===== src/jls_pkg.sv =====
package jls_pkg;

  localparam int MAX_COLS    = 1024;
  localparam int STORE_DEPTH = MAX_COLS + 2;
  localparam int ADDR_W      = $clog2(STORE_DEPTH);
  localparam int COL_W       = $clog2(STORE_DEPTH + 1);

  localparam int SAMPLE_W    = 23;
  localparam int CFG_COLS_W  = 11;
  localparam int CFG_ROWS_W  = 16;
  localparam int CFG_SWEEP_W = 16;
  localparam int ROW_W       = CFG_ROWS_W + 1;
  localparam int CFG_IDX_W   = 2;
  localparam int CFG_DATA_W  = 23;

  localparam int QDEPTH      = 4;
  localparam int QPTR_W      = $clog2(QDEPTH);
  localparam int QCNT_W      = QPTR_W + 1;

  typedef logic [SAMPLE_W-1:0] sample_t;

  typedef enum logic [CFG_IDX_W-1:0] {
    CFG_COLS      = 2'd0,
    CFG_ROWS      = 2'd1,
    CFG_THRESHOLD = 2'd2,
    CFG_MAX_SWEEP = 2'd3
  } cfg_index_t;

  typedef struct packed {
    logic [CFG_COLS_W-1:0]  cols_in_use;
    logic [CFG_ROWS_W-1:0]  rows_in_use;
    sample_t                error_threshold;
    logic [CFG_SWEEP_W-1:0] max_sweeps;
  } cfg_t;

  typedef struct packed {
    sample_t two_above;
    sample_t above;
  } line_word_t;

  typedef struct packed {
    sample_t nv;
    sample_t centre;
    logic    last;
  } q_entry_t;

endpackage


===== src/jls_queue.sv =====
module jls_queue
  import jls_pkg::*;
(
  input  logic              clk,
  input  logic              rst,
  input  logic              push,
  input  q_entry_t          push_data,
  input  logic              pop,
  output q_entry_t          pop_data,
  output logic              not_empty,
  output logic [QCNT_W-1:0] count
);

  q_entry_t            slots [QDEPTH];
  logic [QPTR_W-1:0]   wr_ptr;
  logic [QPTR_W-1:0]   rd_ptr;

  assign not_empty = (count != '0);
  assign pop_data  = slots[rd_ptr];

  always_ff @(posedge clk) begin
    if (push) begin
      slots[wr_ptr] <= push_data;
    end
  end

  always_ff @(posedge clk) begin
    if (rst) begin
      wr_ptr <= '0;
      rd_ptr <= '0;
      count  <= '0;
    end else begin
      if (push) begin
        wr_ptr <= wr_ptr + QPTR_W'(1);
      end
      if (pop) begin
        rd_ptr <= rd_ptr + QPTR_W'(1);
      end
      if (push && !pop) begin
        count <= count + QCNT_W'(1);
      end else if (pop && !push) begin
        count <= count - QCNT_W'(1);
      end
    end
  end

endmodule


===== config.mk =====
export PLATFORM = sky130hd
export DESIGN_NAME = jls_queue
export DESIGN_NICKNAME = d
export VERILOG_FILES = /design/src/jls_pkg.sv /design/src/jls_queue.sv
export SDC_FILE = /design/constraint.sdc
export NUM_CORES = 1
export LEC_CHECK = 0
export BUFFER_PORTS_ARGS = -buffer_cell sky130_fd_sc_hd__buf_2
export CORE_ASPECT_RATIO = 0.7
export CORE_MARGIN = 8
export CORE_UTILIZATION = 61
export DETAILED_ROUTE_END_ITERATION = 8
export GPL_TIMING_DRIVEN = 0
export PLACE_DENSITY = 0.84
export SETUP_SLACK_MARGIN = 0.2
export SLEW_MARGIN = 0
export SYNTH_ARGS = -nofsm -noshare
export SYNTH_HDL_FRONTEND = slang
export SYNTH_SLANG_ARGS = --single-unit

===== constraint.sdc =====
create_clock -name clk -period 3.44 [get_ports clk]
set_clock_uncertainty 0.15 [all_clocks]
set_input_delay 0.344 -clock clk [delete_from_list [all_inputs] [get_ports clk]]
set_output_delay 0.344 -clock clk [all_outputs]
set_load 0.01 [all_outputs]

==> results.md <==
- Cell Area, Synth: 7230 µm²
- Pwr Total: 5.27 mW
- Most frequent cells in the layout: edfxtp_1, buf_2, mux4_2, dlygate4sd3_1, clkbuf_16
- Longest Clk Path Bufs: 2
- Core box area: 11,600 µm²
- Vias per inst: 5.56
- Net Count, Synth: 345
- CTS tree: built
- Layout cell share with drive strength beyond 1: 0.408
- FF-to-FF path depth: 4
- Yosys cell types: 20
- Root Buffer: clkbuf_16
- Worst-Margin Slew: 720 ps
- Cells after Synth: 288
- DIE HEIGHT: 107 µm
- VDD IR-drop max: 0.000414 V
- Clock transition at path regs: 70 ps
- Final min period: 2390 ps
- Worst hold margin: 91.5 ps
- Antenna Cells: 0
- Boundary pin count: 102
- R2R Path End: slots[0][19]
- TritonCTS Buffers: 17
- Nets@finish: 515
- Largest net degree at the start of global routing: 26
- Avg WL per Cell: 21.9 µm
- Seq/Total Area, Yosys: 0.806
- ANT nets after route: 0
- Area grow syn2layout: 25.2%
- Rows: 33
- Setup TNS: 0 ps
- Gr usage total: 0.183
- Die Width: 146 µm
- Worst rel slew slack: 0.520
- Number of global-route vias before repair: 3,786
- Final WL: 13,700 µm
- R2r setup slk: 1520 ps
- Hpwl dp: 8100 µm
- Final instance area: 9050 µm²
- Initial core utilization: 0.621
- Finished Layout Cells: 628
- CP Launch Type: flop
- Placed Instances: 549
- Worst hold-check path type: in2reg
- Worst-path fanout max: 10
- GRT Residual Overflow: 0
- Fin. Hold Viols: 0
- Required @ worst endpoint: 2950 ps
- Max-slew violations: 0
- Reg-to-Reg Start: wr_ptr[0]
- Die area: 15,600 µm²
- Ys Warns: 0
- Lkg Pwr: 3.15 nW
- Dpl cell area: 8010 µm²
- Number of gates resized after cts: 0
- Initial antenna violation count: 0
- Arr. time, crit path: 1890 ps
- Num Clock Sinks: 197
- Clk_lat worst skew: 420 ps
- PD cells: 582 nW/µm²
- #FFs+latches synth: 197
- IO buf count: 100
- Crit path capture: pop_data[15]
- Max-Cap Viols: 0
- Max Fclk: 0.419 GHz
- Mapped Avg Cell Area: 25.1 µm²
- Most common cell after layout, fill and taps aside: edfxtp_1
- Fill cells: 605
- DRT Pass-1 Iters: 4
- Placer Congestion: 0.680
- Final Cycle Share: 0.694
- Outcome: complete, no violations
- Crit path capture type: output pin
- Final setup vio count: 0
- First-pass GRT wire length: 21,400 µm
- H-Tree Depth: 4
- Setup CP Type: reg2out
- Via count: 3,493
- DRT iter0 DRCs: 182
- DRC viols: 0
- RSZ-0062 raised after global routing: false
-- cells by family (layout without fill, tap and decap cells) --
logic type / after synthesis / count (layout) / share of synthesized area
mux: 49 / 49 / 0.149
fa+ha+maj: 6 / 6 / 0.0114
buf+inv: 15 / 198 / 0.0168
flops: 197 / 197 / 0.806
compound gates: 2 / 2 / 0.00138
xor+xnor: 5 / 5 / 0.00606
simple gates: 14 / 14 / 0.00935
-- layer usage --
layer  part of all wire  GRT usage
met2               0.49      0.289
met3              0.087     0.0690
met1               0.41      0.230
met5                  0          0
met4              0.011     0.0659
-- critical path, stage by stage, from the launching register on --
cell     delay [ps]
dfxtp_1         330
buf_2           270
buf_2           340
mux4_2          380
buf_2           160
-- synth_stat cells (all sizes together) --
library cell  count  area, µm²
nand2             1       3.75
mux4             47       1060
nor2              7       26.3
ha                5       62.6
xor2              3       26.3
buf               9       98.9
mux2i             2       20.0
xnor2             2       17.5
dfxtp             9        180
or3               2       12.5
fa                1       20.0
o21ai             1       5.00
edfxtp          188       5650
and2              4       25.0
clkbuf            2       7.51
inv               4       15.0
a21oi             1       5.00
-- state kept, by name, indices dropped and copies added (netlist names), named ones only --
signal / cells
rd_ptr: 2
slots: 188
count: 3
wr_ptr: 2
-- power by group --
group / total (mW) / switching [mW] / internal, mW
combinational: 0.591 / 0.298 / 0.293
sequential: 2.79 / 0.0370 / 2.75
clock: 1.89 / 0.813 / 1.08
total: 5.27 / 1.15 / 4.12
-- timing repair --
action	CTS	global route
hold buffers	47	0
setup endpoints to repair	0	0
endpoints found under the hold margin	188	0
buffers inserted	0	0
-- cell type report --
type | instances | area (µm²) | area share
clock buffers | 21 | 440 | 0.0487
plain buffers | 11 | 106 | 0.0118
multi-input cells | 76 | 1290 | 0.142
flip-flops and latches | 197 | 5830 | 0.644
clock inverters | 11 | 126 | 0.0140
well taps | 157 | 196 | 0.0217
inverters | 4 | 15.0 | 0.00166
repair buffers | 151 | 1050 | 0.116
-- how the worst min path moves through the flow --
stage,start,cells past startpoint,to
6_report,pop,3,rd_ptr[0]
4_1_cts,pop,3,rd_ptr[0]
2_1_floorplan,push_data[0],0,slots[0][0]
3_3_place_gp,count[2],2,count[2]
3_5_place_dp,count[2],2,count[2]
5_1_grt,pop,3,rd_ptr[0]
-- per-stage QoR --
step / worst slack [ps] / utilization
floorplan: 1210 / -
global placement: 447 / 0.681
detailed placement: 1430 / 0.688
CTS: 1030 / 0.777
global route: 954 / 0.777
finish: 1050 / 0.777
No activity file was read; power rests on OpenSTA's default activity.
