`config.mk`:
```
export PLATFORM = sky130hd
export DESIGN_NAME = jls_back
export DESIGN_NICKNAME = d
export VERILOG_FILES = /design/src/jls_pkg.sv /design/src/jls_back.sv
export SDC_FILE = /design/constraint.sdc
export NUM_CORES = 1
export LEC_CHECK = 0
export BUFFER_PORTS_ARGS = -buffer_cell sky130_fd_sc_hd__buf_2
export CORE_ASPECT_RATIO = 0.5
export CORE_MARGIN = 2
export CORE_UTILIZATION = 60
export DETAILED_ROUTE_END_ITERATION = 8
export PLACE_DENSITY = 0.87
export SLEW_MARGIN = 25
export SYNTH_ARGS = -nofsm -noshare
export SYNTH_HDL_FRONTEND = slang
export SYNTH_SLANG_ARGS = --single-unit
```
`constraint.sdc`:
```
create_clock -name clk -period 20.6 [get_ports clk]
set_clock_uncertainty 0.1 [all_clocks]
set_input_delay 2.06 -clock clk [delete_from_list [all_inputs] [get_ports clk]]
set_output_delay 2.06 -clock clk [all_outputs]
set_load 0.005 [all_outputs]
```
`src/jls_pkg.sv`:
```
package jls_pkg;

  localparam int MAX_COLS    = 1024;
  localparam int STORE_DEPTH = MAX_COLS + 2;
  localparam int ADDR_W      = $clog2(STORE_DEPTH);
  localparam int COL_W       = $clog2(STORE_DEPTH + 1);

  localparam int SAMPLE_W    = 23;
  localparam int CFG_COLS_W  = 11;
  localparam int CFG_ROWS_W  = 16;
  localparam int CFG_SWEEP_W = 16;
  localparam int ROW_W       = CFG_ROWS_W + 1;
  localparam int CFG_IDX_W   = 2;
  localparam int CFG_DATA_W  = 23;

  localparam int QDEPTH      = 4;
  localparam int QPTR_W      = $clog2(QDEPTH);
  localparam int QCNT_W      = QPTR_W + 1;

  typedef logic [SAMPLE_W-1:0] sample_t;

  typedef enum logic [CFG_IDX_W-1:0] {
    CFG_COLS      = 2'd0,
    CFG_ROWS      = 2'd1,
    CFG_THRESHOLD = 2'd2,
    CFG_MAX_SWEEP = 2'd3
  } cfg_index_t;

  typedef struct packed {
    logic [CFG_COLS_W-1:0]  cols_in_use;
    logic [CFG_ROWS_W-1:0]  rows_in_use;
    sample_t                error_threshold;
    logic [CFG_SWEEP_W-1:0] max_sweeps;
  } cfg_t;

  typedef struct packed {
    sample_t two_above;
    sample_t above;
  } line_word_t;

  typedef struct packed {
    sample_t nv;
    sample_t centre;
    logic    last;
  } q_entry_t;

endpackage

```
`src/jls_back.sv`:
```
module jls_back
  import jls_pkg::*;
(
  input  logic     clk,
  input  logic     rst,
  input  cfg_t     cfg,
  input  logic     q_not_empty,
  input  q_entry_t q_data,
  output logic     pop,
  output logic     out_valid,
  input  logic     out_stall,
  output sample_t  new_value,
  output sample_t  max_change,
  output logic     sweep_end,
  output logic     converged,
  output logic     limit_reached
);

  sample_t                running_max;
  logic [CFG_SWEEP_W-1:0] sweep_count;

  sample_t                change;
  sample_t                max_next;
  logic [CFG_SWEEP_W-1:0] sweep_count_next;

  assign pop = q_not_empty && (!out_valid || !out_stall);

  always_comb begin
    change   = (q_data.nv >= q_data.centre) ? (q_data.nv - q_data.centre)
                                            : (q_data.centre - q_data.nv);
    max_next = (change > running_max) ? change : running_max;
    sweep_count_next = (sweep_count == '1) ? sweep_count
                                           : sweep_count + CFG_SWEEP_W'(1);
  end

  always_ff @(posedge clk) begin
    if (pop) begin
      new_value     <= q_data.nv;
      max_change    <= max_next;
      sweep_end     <= q_data.last;
      converged     <= q_data.last && (max_next <= cfg.error_threshold);
      limit_reached <= q_data.last && (sweep_count_next >= cfg.max_sweeps);
    end
  end

  always_ff @(posedge clk) begin
    if (rst) begin
      out_valid   <= 1'b0;
      running_max <= '0;
      sweep_count <= '0;
    end else begin
      if (pop) begin
        out_valid <= 1'b1;
        if (q_data.last) begin
          running_max <= '0;
          sweep_count <= sweep_count_next;
        end else begin
          running_max <= max_next;
        end
      end else if (!out_stall) begin
        out_valid <= 1'b0;
      end
    end
  end

endmodule

```
==> results of run 1 <==
kinds of logic (layout without fill, tap and decap cells):
family / count (synthesis) / in the layout / share of synthesized area
flops: 89 / 89 / 0.2992
xor+xnor: 34 / 34 / 0.03922
mux: 36 / 36 / 0.05124
fa+ha+maj: 110 / 110 / 0.1832
buf+inv: 149 / 281 / 0.07761
simple gates: 212 / 212 / 0.1419
compound gates: 230 / 230 / 0.2076
metal layers:
layer / vias up / global-route usage / wire [um]
li1: 3349 / - / -
met4: 0 / 0.08045 / 327
met3: 40 / 0.04570 / 1362
met5: - / 0 / 0
met2: 321 / 0.4896 / 9222
met1: 3263 / 0.3957 / 8958
worst max-delay path: cells and delay by family:
kind | cells | cell delay [ps]
adder cells (fa/ha/maj) | 4 | 1200
multiplexers | 1 | 480
buffers and inverters | 4 | 920
AND/OR/NAND/NOR | 7 | 1560
AO/OA/AOI/OAI | 13 | 3580
path summary, 6_finish.rpt:
path | startpoint | to | slack, ps | depth (start not counted)
worst max-delay path | q_data[1] | converged$_DFFE_PP_ | 10930 | 29
worst min-delay path | running_max[19]$_SDFFE_PP0P_ | running_max[19]$_SDFFE_PP0P_ | 370 | 2
worst max register to register | running_max[2]$_SDFFE_PP0P_ | converged$_DFFE_PP_ | 15380 | 17
worst min register to register | running_max[19]$_SDFFE_PP0P_ | running_max[19]$_SDFFE_PP0P_ | 370 | 2
flip-flops by register name (all words and copies together), names as in the netlist:
name,count
max_change,23
new_value,23
running_max,23
sweep_count,16
converged,1
limit_reached,1
out_valid,1
sweep_end,1
area by class of cell:
cell class / instances / area share
well taps: 165 / 0.02366
multi-input cells: 622 / 0.5431
repair buffers: 143 / 0.08289
clock buffers: 10 / 0.02624
clock inverters: 6 / 0.01119
flip-flops and latches: 89 / 0.2604
inverters: 122 / 0.05249
where the power goes:
group / switching (mW) / internal, mW
logic: 0.155 / 0.113
registers: 0.00782 / 0.212
clock network: 0.0771 / 0.108
total: 0.240 / 0.433
metrics by stage:
step                cell area [um2]  utilization  power [mW]  setup WS, ps  instances
CTS                            8725       0.7218      0.6701         11240       1157
detailed placement             8398       0.6948      0.4818         11040       1141
finish                         8725       0.7218      0.6735         10930       1157
floorplan                      7594            -      0.4022         12700        860
global placement               8398       0.6948      0.4701         11280       1141
global route                   8725       0.7218      0.7103         10600       1157
cells in the final DEF, fill, tap and decap left out, types with 9 or more instances in the layout:
master	Yosys	layout
inv_1	122	121
o21ai_0	39	39
or3_1	9	9
xnor2_1	19	19
mux2i_1	13	13
a21oi_1	63	63
clkbuf_16	0	9
and3_1	10	10
a21o_1	32	32
nand2_1	50	50
nor2_1	49	49
ha_1	108	108
a22o_1	19	19
xor2_1	15	15
edfxtp_1	49	49
mux2_2	22	22
buf_2	9	140
nand4_1	19	19
dfxtp_1	40	40
nor3_1	22	22
nand3_1	17	17
==> flow_summary_export.csv, run 1 <==
group,metric,value,unit
power_and_ir_drop,power.density,77.19,mW/mm2
finish,multi_input_area,0.004738,mm2
synth,yosys-top-cells-area,"edfxtp_1 (19%), ha_1 (18%), dfxtp_1 (11%)",
clocking,cts_num_sinks,89,
synth,synth.cell_area,0.007594,mm2
die,die_area,0.01363,mm2
clocking,clock_path_buffers,2,
power_and_ir_drop,p_leak,4.216,nW
die,initial_core_util,0.6283,
die,rows,28,
run_status,status,"complete, no violations",
clocking,cts_setup_buffers,0,
timing,fin_crit,9670,ps
synth,yosysTopAreaCellShare,0.1938,
drt,viasPerCell,6.027,
synth,synth_ff_type,"edfxtp_1",
clocking,htreeDepth,3,
worst_setup_path,crit_type,"input pin to register",
die,die_w,163.1,um
timing,rsz0062_at_grt,"no",
drt,ant_nets,0,
die,coreArea,0.01209,mm2
power_and_ir_drop,ir_drop,0.00005403,V
global_routing,grt_pass1_wl,32220,um
worst_hold_path,hold_class,"register to register",
finish,nNetsFinal,1214,
timing,setup-tns-final,0,ps
synth,synthTopCellsByCount,"inv_1 (122), ha_1 (108), a21oi_1 (63)",
clocking,clk_pin_slew,70,ps
clocking,cts_resized,0,
timing,maxSlewViolCount,0,
synth,synthCells,860,
drt,avgRoutedWirePerCell,17.17,um
finish,fillers,923,
die,die_h,83.55,um
worst_setup_path,critPathLaunchType,"input pin",
worst_setup_path,endpoint_kind,"register",
synth,synth_cell_type_count,67,
clocking,cts_made_buffers,9,
global_routing,first_global_vias,6681,
timing,fin_crit_sh,0.4694,
worst_setup_path,critPathMaxStageDelay,730,ps
worst_setup_path,crit_required,20730,ps
drt,drcViolationCount,0,
drt,vias,6973,
synth,syn_avg_cell_area,8.830,um2
synth,yosysMostFrequentCell,"inv_1",
drt,wl,19870,um
timing,hold_violations,0,
clocking,cts_hold_buf,0,
run,drv_cap,0,
timing,slew_headroom,0.3361,
synth,yosysWarnings,0,
drt,drt_pass1_iterations,5,
timing,hold_ws,371.2,ps
worst_setup_path,cpMostUsedCell,"a21o_1",
place,port_buffers,140,
timing,setup_viol,0,
clocking,cts_tree,"yes",
timing,fmax,103.4,MHz
global_routing,grt_max_degree,32,
synth,synth_edf_count,49,
synth,syn_nets,1087,
synth,ys_seq_area_frac,0.2992,
global_routing,overflow,0,
clocking,clock_latency,350,ps
global_routing,antenna_found_initial,0,
place,gp_congestion,0.9185,
global_routing,grt_usage,0.2932,
place,dp_hpwl,15280,um
worst_setup_path,critPathSlowestCell,"a31oi_1",
finish,syn2layout_area_growth,14.90,%
drt,detail_route.iter0.violations,566,
finish,antennaDiodeCount,0,
synth,synthArstFlopShare,0,
timing,tightestPinTransition,991.3,ps
die,io_pins,168,
synth,ys_seq_elements,89,
clocking,clockRootBuffer,"clkbuf_16",
synth,synth_area_leader_cell,"edfxtp_1",
finish,seqCellArea,0.002272,mm2
finish,drive_gt1_frac,0.1996,
worst_setup_path,cp.arrival,9800,ps
worst_setup_path,crit_fanout,22,
No activity file was read; power rests on OpenSTA's default activity.
==> run 2: changes to the inputs <==
Settings changed: CORE_UTILIZATION 60 to 56, PLACE_DENSITY 0.87 to 0.82.
Clock period 20.6 ns to 9.2 ns, I/O delays scaled along.
==> run 2 against run 1 <==
Count of clock-buffer cells in the layout stayed put. Via count is 1.4% lower. Critical path type unchanged. Routed wire length is 2.6% lower. Hold slack worse by 2.6 ps. Register-to-register slack worse by 10000 ps. Highest routed layer unchanged. Utilization is 7.2 points lower.
==> flow_summary_export.csv, run 2 (synthesis gave the netlist of run 1 again) <==
group,metric,value,unit
worst_setup_path,critPathLaunchType,"input pin",
clocking,cts_hold_buf,0,
finish,stdcell_count,1170,
timing,hold_ws,368.6,ps
global_routing,overflow,0,
die,die_area,0.01456,mm2
worst_hold_path,min-delay-start,"running_max[20]$_SDFFE_PP0P_",
finish,drive_gt1_frac,0.2012,
power_and_ir_drop,p_leak,4.204,nW
clocking,clock_path_buffers,2,
worst_hold_path,holdPathStages,1,
die,rows,30,
place,gp_congestion,0.9003,
clocking,cts_made_buffers,9,
worst_setup_path,r2r_cells,18,
timing,fin_crit,7340,ps
finish,syn2layout_area_growth,14.62,%
drt,ant_nets,0,
place,dp_hpwl,15070,um
place,dp.cells,1154,
finish,antennaDiodeCount,0,
timing,setup-tns-final,0,ps
timing,maxSlewViolCount,0,
die,initial_core_util,0.5667,
drt,drcViolationCount,0,
global_routing,grt_max_degree,52,
clocking,cts_resized,0,
finish,nNetsFinal,1216,
drt,drt_pass1_iterations,6,
drt,avgRoutedWirePerCell,16.54,um
place,port_buffers,140,
finish,layout_common_cells,"buf_2 (140), inv_1 (121), ha_1 (108), a21oi_1 (63), nand2_1 (50)",
clocking,cts_setup_buffers,0,
global_routing,antenna_found_initial,0,
timing,fin_crit_sh,0.7979,
timing,rsz0062_at_grt,"no",
run,drv_cap,0,
clocking,cts_num_sinks,89,
finish,utilization,0.6495,
worst_hold_path,hold_class,"register to register",
global_routing,grt_pass1_wl,31280,um
worst_setup_path,crit_fanout,16,
worst_setup_path,r2r-start,"running_max[14]$_SDFFE_PP0P_",
place,pre_cts_slack,1743,ps
drt,detail_route.iter0.violations,644,
global_routing,grt_usage,0.2657,
worst_setup_path,crit_type,"input pin to register",
power_and_ir_drop,power.density,165.4,mW/mm2
power_and_ir_drop,ir_drop,0.0001182,V
timing,layout_setup_ws,1860,ps
drt,viasPerCell,5.874,
clocking,cts_tree,"yes",
timing,hold_violations,0,
power_and_ir_drop,power,1.440,mW
clocking,htreeDepth,3,
global_routing,first_global_vias,6497,
clocking,clk_pin_slew,70,ps
clocking,clock_latency,340,ps
worst_setup_path,rr_endpoint,"converged$_DFFE_PP_",
timing,fmax,136.2,MHz
worst_setup_path,crit_required,9320,ps
timing,slew_headroom,0.5219,
finish,layout_commonest_cell,"buf_2",
worst_setup_path,rrSetupSlack,5160,ps
finish,finalInstanceArea,0.008703,mm2
finish,largestRegisters,"max_change (23), new_value (23), running_max (23)",
die,die_w,168.7,um
die,coreArea,0.01340,mm2
drt,vias,6873,
worst_setup_path,cp.arrival,7460,ps
run_status,status,"complete, no violations",
timing,setup_viol,0,
drt,wl,19350,um
die,io_pins,168,
worst_setup_path,endpoint_kind,"register",
timing,tightestPinTransition,717.1,ps
worst_hold_path,min_to,"running_max[20]$_SDFFE_PP0P_",
die,die_h,86.34,um
place,dpl_cell_area,0.008427,mm2
clocking,clockRootBuffer,"clkbuf_16",
-- run 2: cell types whose count changed in the layout (fill, tap and decap cells not counted) --
cell	before	now
bufinv_16	2	0
inv_4	0	2
inv_8	1	0
buf_4	3	5
clkinv_4	1	2
-- run 2: cell type report --
type | instances | area [um2]
clock buffers | 10 | 229.0
clock inverters | 6 | 47.55
fillers | 1111 | 4697
inverters | 122 | 457.9
multi-input cells | 622 | 4738
flip-flops and latches | 89 | 2272
well taps | 176 | 220.2
repair buffers | 145 | 738.2
-- run 2: metal layers --
| metal | vias up | routed length (um) | track usage |
|---|---|---|---|
| met3 | 19 | 1214 | 0.04064 |
| met4 | 0 | 172 | 0.05799 |
| met2 | 262 | 8871 | 0.4516 |
| met1 | 3249 | 9096 | 0.3624 |
| met5 | - | 0 | 0 |
| li1 | 3343 | - | - |
-- run 2: worst max-delay path: stages --
cell and delay (ps):
buf_2 90, inv_1 40, ha_1 440, a21oi_1 300, o21ai_1 150, a221oi_2 390, o311a_1 490, nand2_4 250
o311a_1 430, nor4_1 480, nor2_1 100, ha_1 310, and3_1 170, o21ai_0 70, o21ai_0 290, and2_1 180
a31oi_1 50, inv_1 260, buf_4 300, mux2_2 400, ha_1 300, nand4_1 140, nor2_1 160, nand2_1 70
nor3_1 310, nor3_1 100, o21ai_0 90, o211a_1 170
-- run 2: power by group --
group          switching, mW  internal [mW]  leakage (nW)
combinational          0.338          0.255          3.26
sequential            0.0174          0.474         0.804
clock                  0.168          0.187         0.138
-- run 2: worst max-delay path by stage --
stage / startpoint / endpoint / slack (ps) / depth (start not counted)
floorplan: q_data[1] / converged$_DFFE_PP_ / 2440 / 28
global placement: q_data[9] / converged$_DFFE_PP_ / 1850 / 27
finish: q_data[9] / converged$_DFFE_PP_ / 1860 / 28
global route: q_data[9] / converged$_DFFE_PP_ / 1400 / 28
CTS: q_data[9] / converged$_DFFE_PP_ / 2040 / 28
detailed placement: q_data[9] / converged$_DFFE_PP_ / 1740 / 28
==> run 3: changes to the inputs <==
Settings changed: CORE_UTILIZATION 56 to 51, PLACE_DENSITY 0.82 to 0.79.
Clock period 9.2 ns to 6.5 ns, I/O delays scaled along.
==> run 3 against run 2 <==
Global-route usage down 1.2 points. Largest cell class unchanged. First-iteration DRC count is 21% lower. Combinational power grew 66%. Non-clock buffer count increased by 71. Register-to-register slack lost 2700 ps. Cell area up 7.6%.
==> flow_summary_export.csv, run 3 (synthesis gave the netlist of run 1 again) <==
group,metric,value,unit
run_status,status,"complete, no violations",
die,die_area,0.01594,mm2
run,drv_cap,0,
power_and_ir_drop,seqPwrFrac,0.317,
drt,avgRoutedWirePerCell,16.26,um
power_and_ir_drop,power.switching,0.7920,mW
timing,tightestPinTransition,679.1,ps
finish,syn2layout_area_growth,23.35,%
clocking,htreeDepth,3,
power_and_ir_drop,p_comb_frac,0.452,
power_and_ir_drop,pwr-share-clk,0.231,
finish,layout_common_cells,"buf_2 (140), inv_1 (121), ha_1 (108), buf_4 (76), a21oi_1 (59)",
power_and_ir_drop,p_leak,4.563,nW
finish,nNetsFinal,1287,
worst_setup_path,r2r-start,"sweep_count[3]$_SDFFE_PP0P_",
drt,wl,20540,um
timing,setup-tns-final,0,ps
die,io_pins,168,
finish,fillers,1187,
worst_setup_path,crit_fanout,15,
timing,fin_crit,6294,ps
clocking,clockRootBuffer,"clkbuf_16",
finish,drive_gt1_frac,0.2723,
clocking,clk_pin_slew,70,ps
worst_setup_path,crit_end,"converged$_DFFE_PP_",
worst_hold_path,min-delay-start,"running_max[22]$_SDFFE_PP0P_",
drt,detail_route.iter0.violations,507,
worst_setup_path,endpoint_kind,"register",
drt,vias,7198,
global_routing,overflow,0,
die,die_h,90.28,um
timing,layout_setup_ws,206.4,ps
worst_setup_path,cp-startpoint,"q_data[25]",
clocking,clock_latency,350,ps
global_routing,antenna_found_initial,0,
finish,layout_commonest_cell,"buf_2",
die,die_w,176.6,um
global_routing,grt_pass1_wl,32710,um
power_and_ir_drop,ir_drop,0.0001305,V
worst_setup_path,cp.arrival,6410,ps
worst_setup_path,r2r_cells,13,
timing,maxSlewViolCount,0,
power_and_ir_drop,power_switching_share,0.3624,
worst_setup_path,crit_required,6620,ps
place,dp.cells,1246,
drt,viasPerCell,5.699,
power_and_ir_drop,power.internal,1.394,mW
drt,drt_pass1_iterations,5,
global_routing,grt_usage,0.2539,
clocking,cts_hold_buf,0,
die,initial_core_util,0.5235,
place,pre_cts_slack,-215.0,ps
worst_hold_path,hold_class,"register to register",
timing,setup_viol,0,
finish,multi_input_area,0.004840,mm2
power_and_ir_drop,power.density,233.4,mW/mm2
drt,ant_nets,0,
die,coreArea,0.01451,mm2
timing,fmax,158.9,MHz
timing,fin_crit_sh,0.9682,
global_routing,grt_max_degree,31,
timing,hold_violations,0,
clocking,cts_made_buffers,9,
timing,slew_headroom,0.5466,
global_routing,first_global_vias,6929,
worst_setup_path,rrSetupSlack,2440,ps
clocking,cts_tree,"yes",
worst_setup_path,rr_endpoint,"limit_reached$_DFFE_PP_",
worst_setup_path,critPathLaunchType,"input pin",
die,rows,31,
place,port_buffers,140,
place,dp_hpwl,16370,um
place,gp_congestion,0.9090,
drt,drcViolationCount,0,
finish,antennaDiodeCount,0,
finish,seqCellArea,0.002272,mm2
worst_setup_path,crit_type,"input pin to register",
clocking,clock_path_buffers,2,
clocking,cts_num_sinks,89,
finish,stdcell_count,1263,
worst_hold_path,holdPathStages,2,
finish,largestRegisters,"max_change (23), new_value (23), running_max (23)",
==> run 3: changes by cell type in the layout (fill, tap and decap cells not counted), moves of 3 or more <==
cell      delta
buf_4       +71
a21oi_1      -4
a21oi_2      +4
a221oi_1     -3
a221oi_2     +3
nor3_1       -3
nor3_2       +3
o21ai_0      -3
o21ai_1      +3
==> run 3: metrics by stage <==
step / cell area (um2) / utilization / hold WS [ps] / total power [mW]
floorplan: 7594 / - / 341.9 / 1.275
global placement: 8980 / 0.6190 / 349.6 / 1.603
detailed placement: 8980 / 0.6190 / 360.7 / 1.646
CTS: 9258 / 0.6382 / 370.8 / 2.157
global route: 9366 / 0.6457 / 388.9 / 2.318
finish: 9366 / 0.6457 / 370.0 / 2.186
==> run 3: area by class of cell <==
cell class | instances | share of cell area
Multi-Input combinational cell | 622 | 0.5167
Sequential cell | 89 | 0.2426
Timing Repair Buffer | 216 | 0.1357
Inverter | 122 | 0.04889
Tap cell | 198 | 0.02645
Clock buffer | 10 | 0.02445
Clock inverter | 6 | 0.005210
==> run 3: repair_timing <==
item	CTS	global route
buffers inserted	0	1
endpoints found under the setup margin	0	1
gates resized for setup	0	24
==> run 3: critical path, stage by stage <==
cell and delay [ps]:
buf_2 110, buf_4 140, ha_1 290, nor2b_1 150, o31a_1 280, o21ai_2 290, o311a_1 320, nand2_4 210
o311a_1 420, nor4_2 320, nor2_1 100, ha_1 300, and3_1 180, and3_4 200, nand3_1 100, and2_1 170
a31oi_1 170, inv_1 100, buf_4 180, mux2_2 290, ha_1 300, a21o_1 160, a21o_1 180, a21oi_2 150
o21ai_0 120, a21o_1 210, a21oi_2 160, o211a_1 150
==> run 3: how the worst min path moves through the flow <==
stage | to | slack (ps)
2_1_floorplan | running_max[20]$_SDFFE_PP0P_ | 340
3_3_place_gp | running_max[20]$_SDFFE_PP0P_ | 350
3_5_place_dp | running_max[19]$_SDFFE_PP0P_ | 360
4_1_cts | running_max[22]$_SDFFE_PP0P_ | 370
5_1_grt | running_max[20]$_SDFFE_PP0P_ | 390
6_report | running_max[22]$_SDFFE_PP0P_ | 370
==> run 3: power groups by stage <==
stage          clock, mW  sequential (mW)  combinational [mW]
2_1_floorplan          0            0.708               0.567
3_3_place_gp           0            0.704               0.899
3_5_place_dp           0            0.706               0.941
4_1_cts            0.512            0.693               0.952
5_1_grt            0.535            0.699                1.08
6_report           0.505            0.694               0.987
==> run 3: metal layers <==
layer	routed length [um]	share of wire	vias to the layer above	track usage
met5	0	0	-	0
met4	300	0.015	0	0.05165
met3	1285	0.063	30	0.04714
met2	9557	0.47	286	0.4287
met1	9393	0.46	3389	0.3405
li1	-	-	3493	-
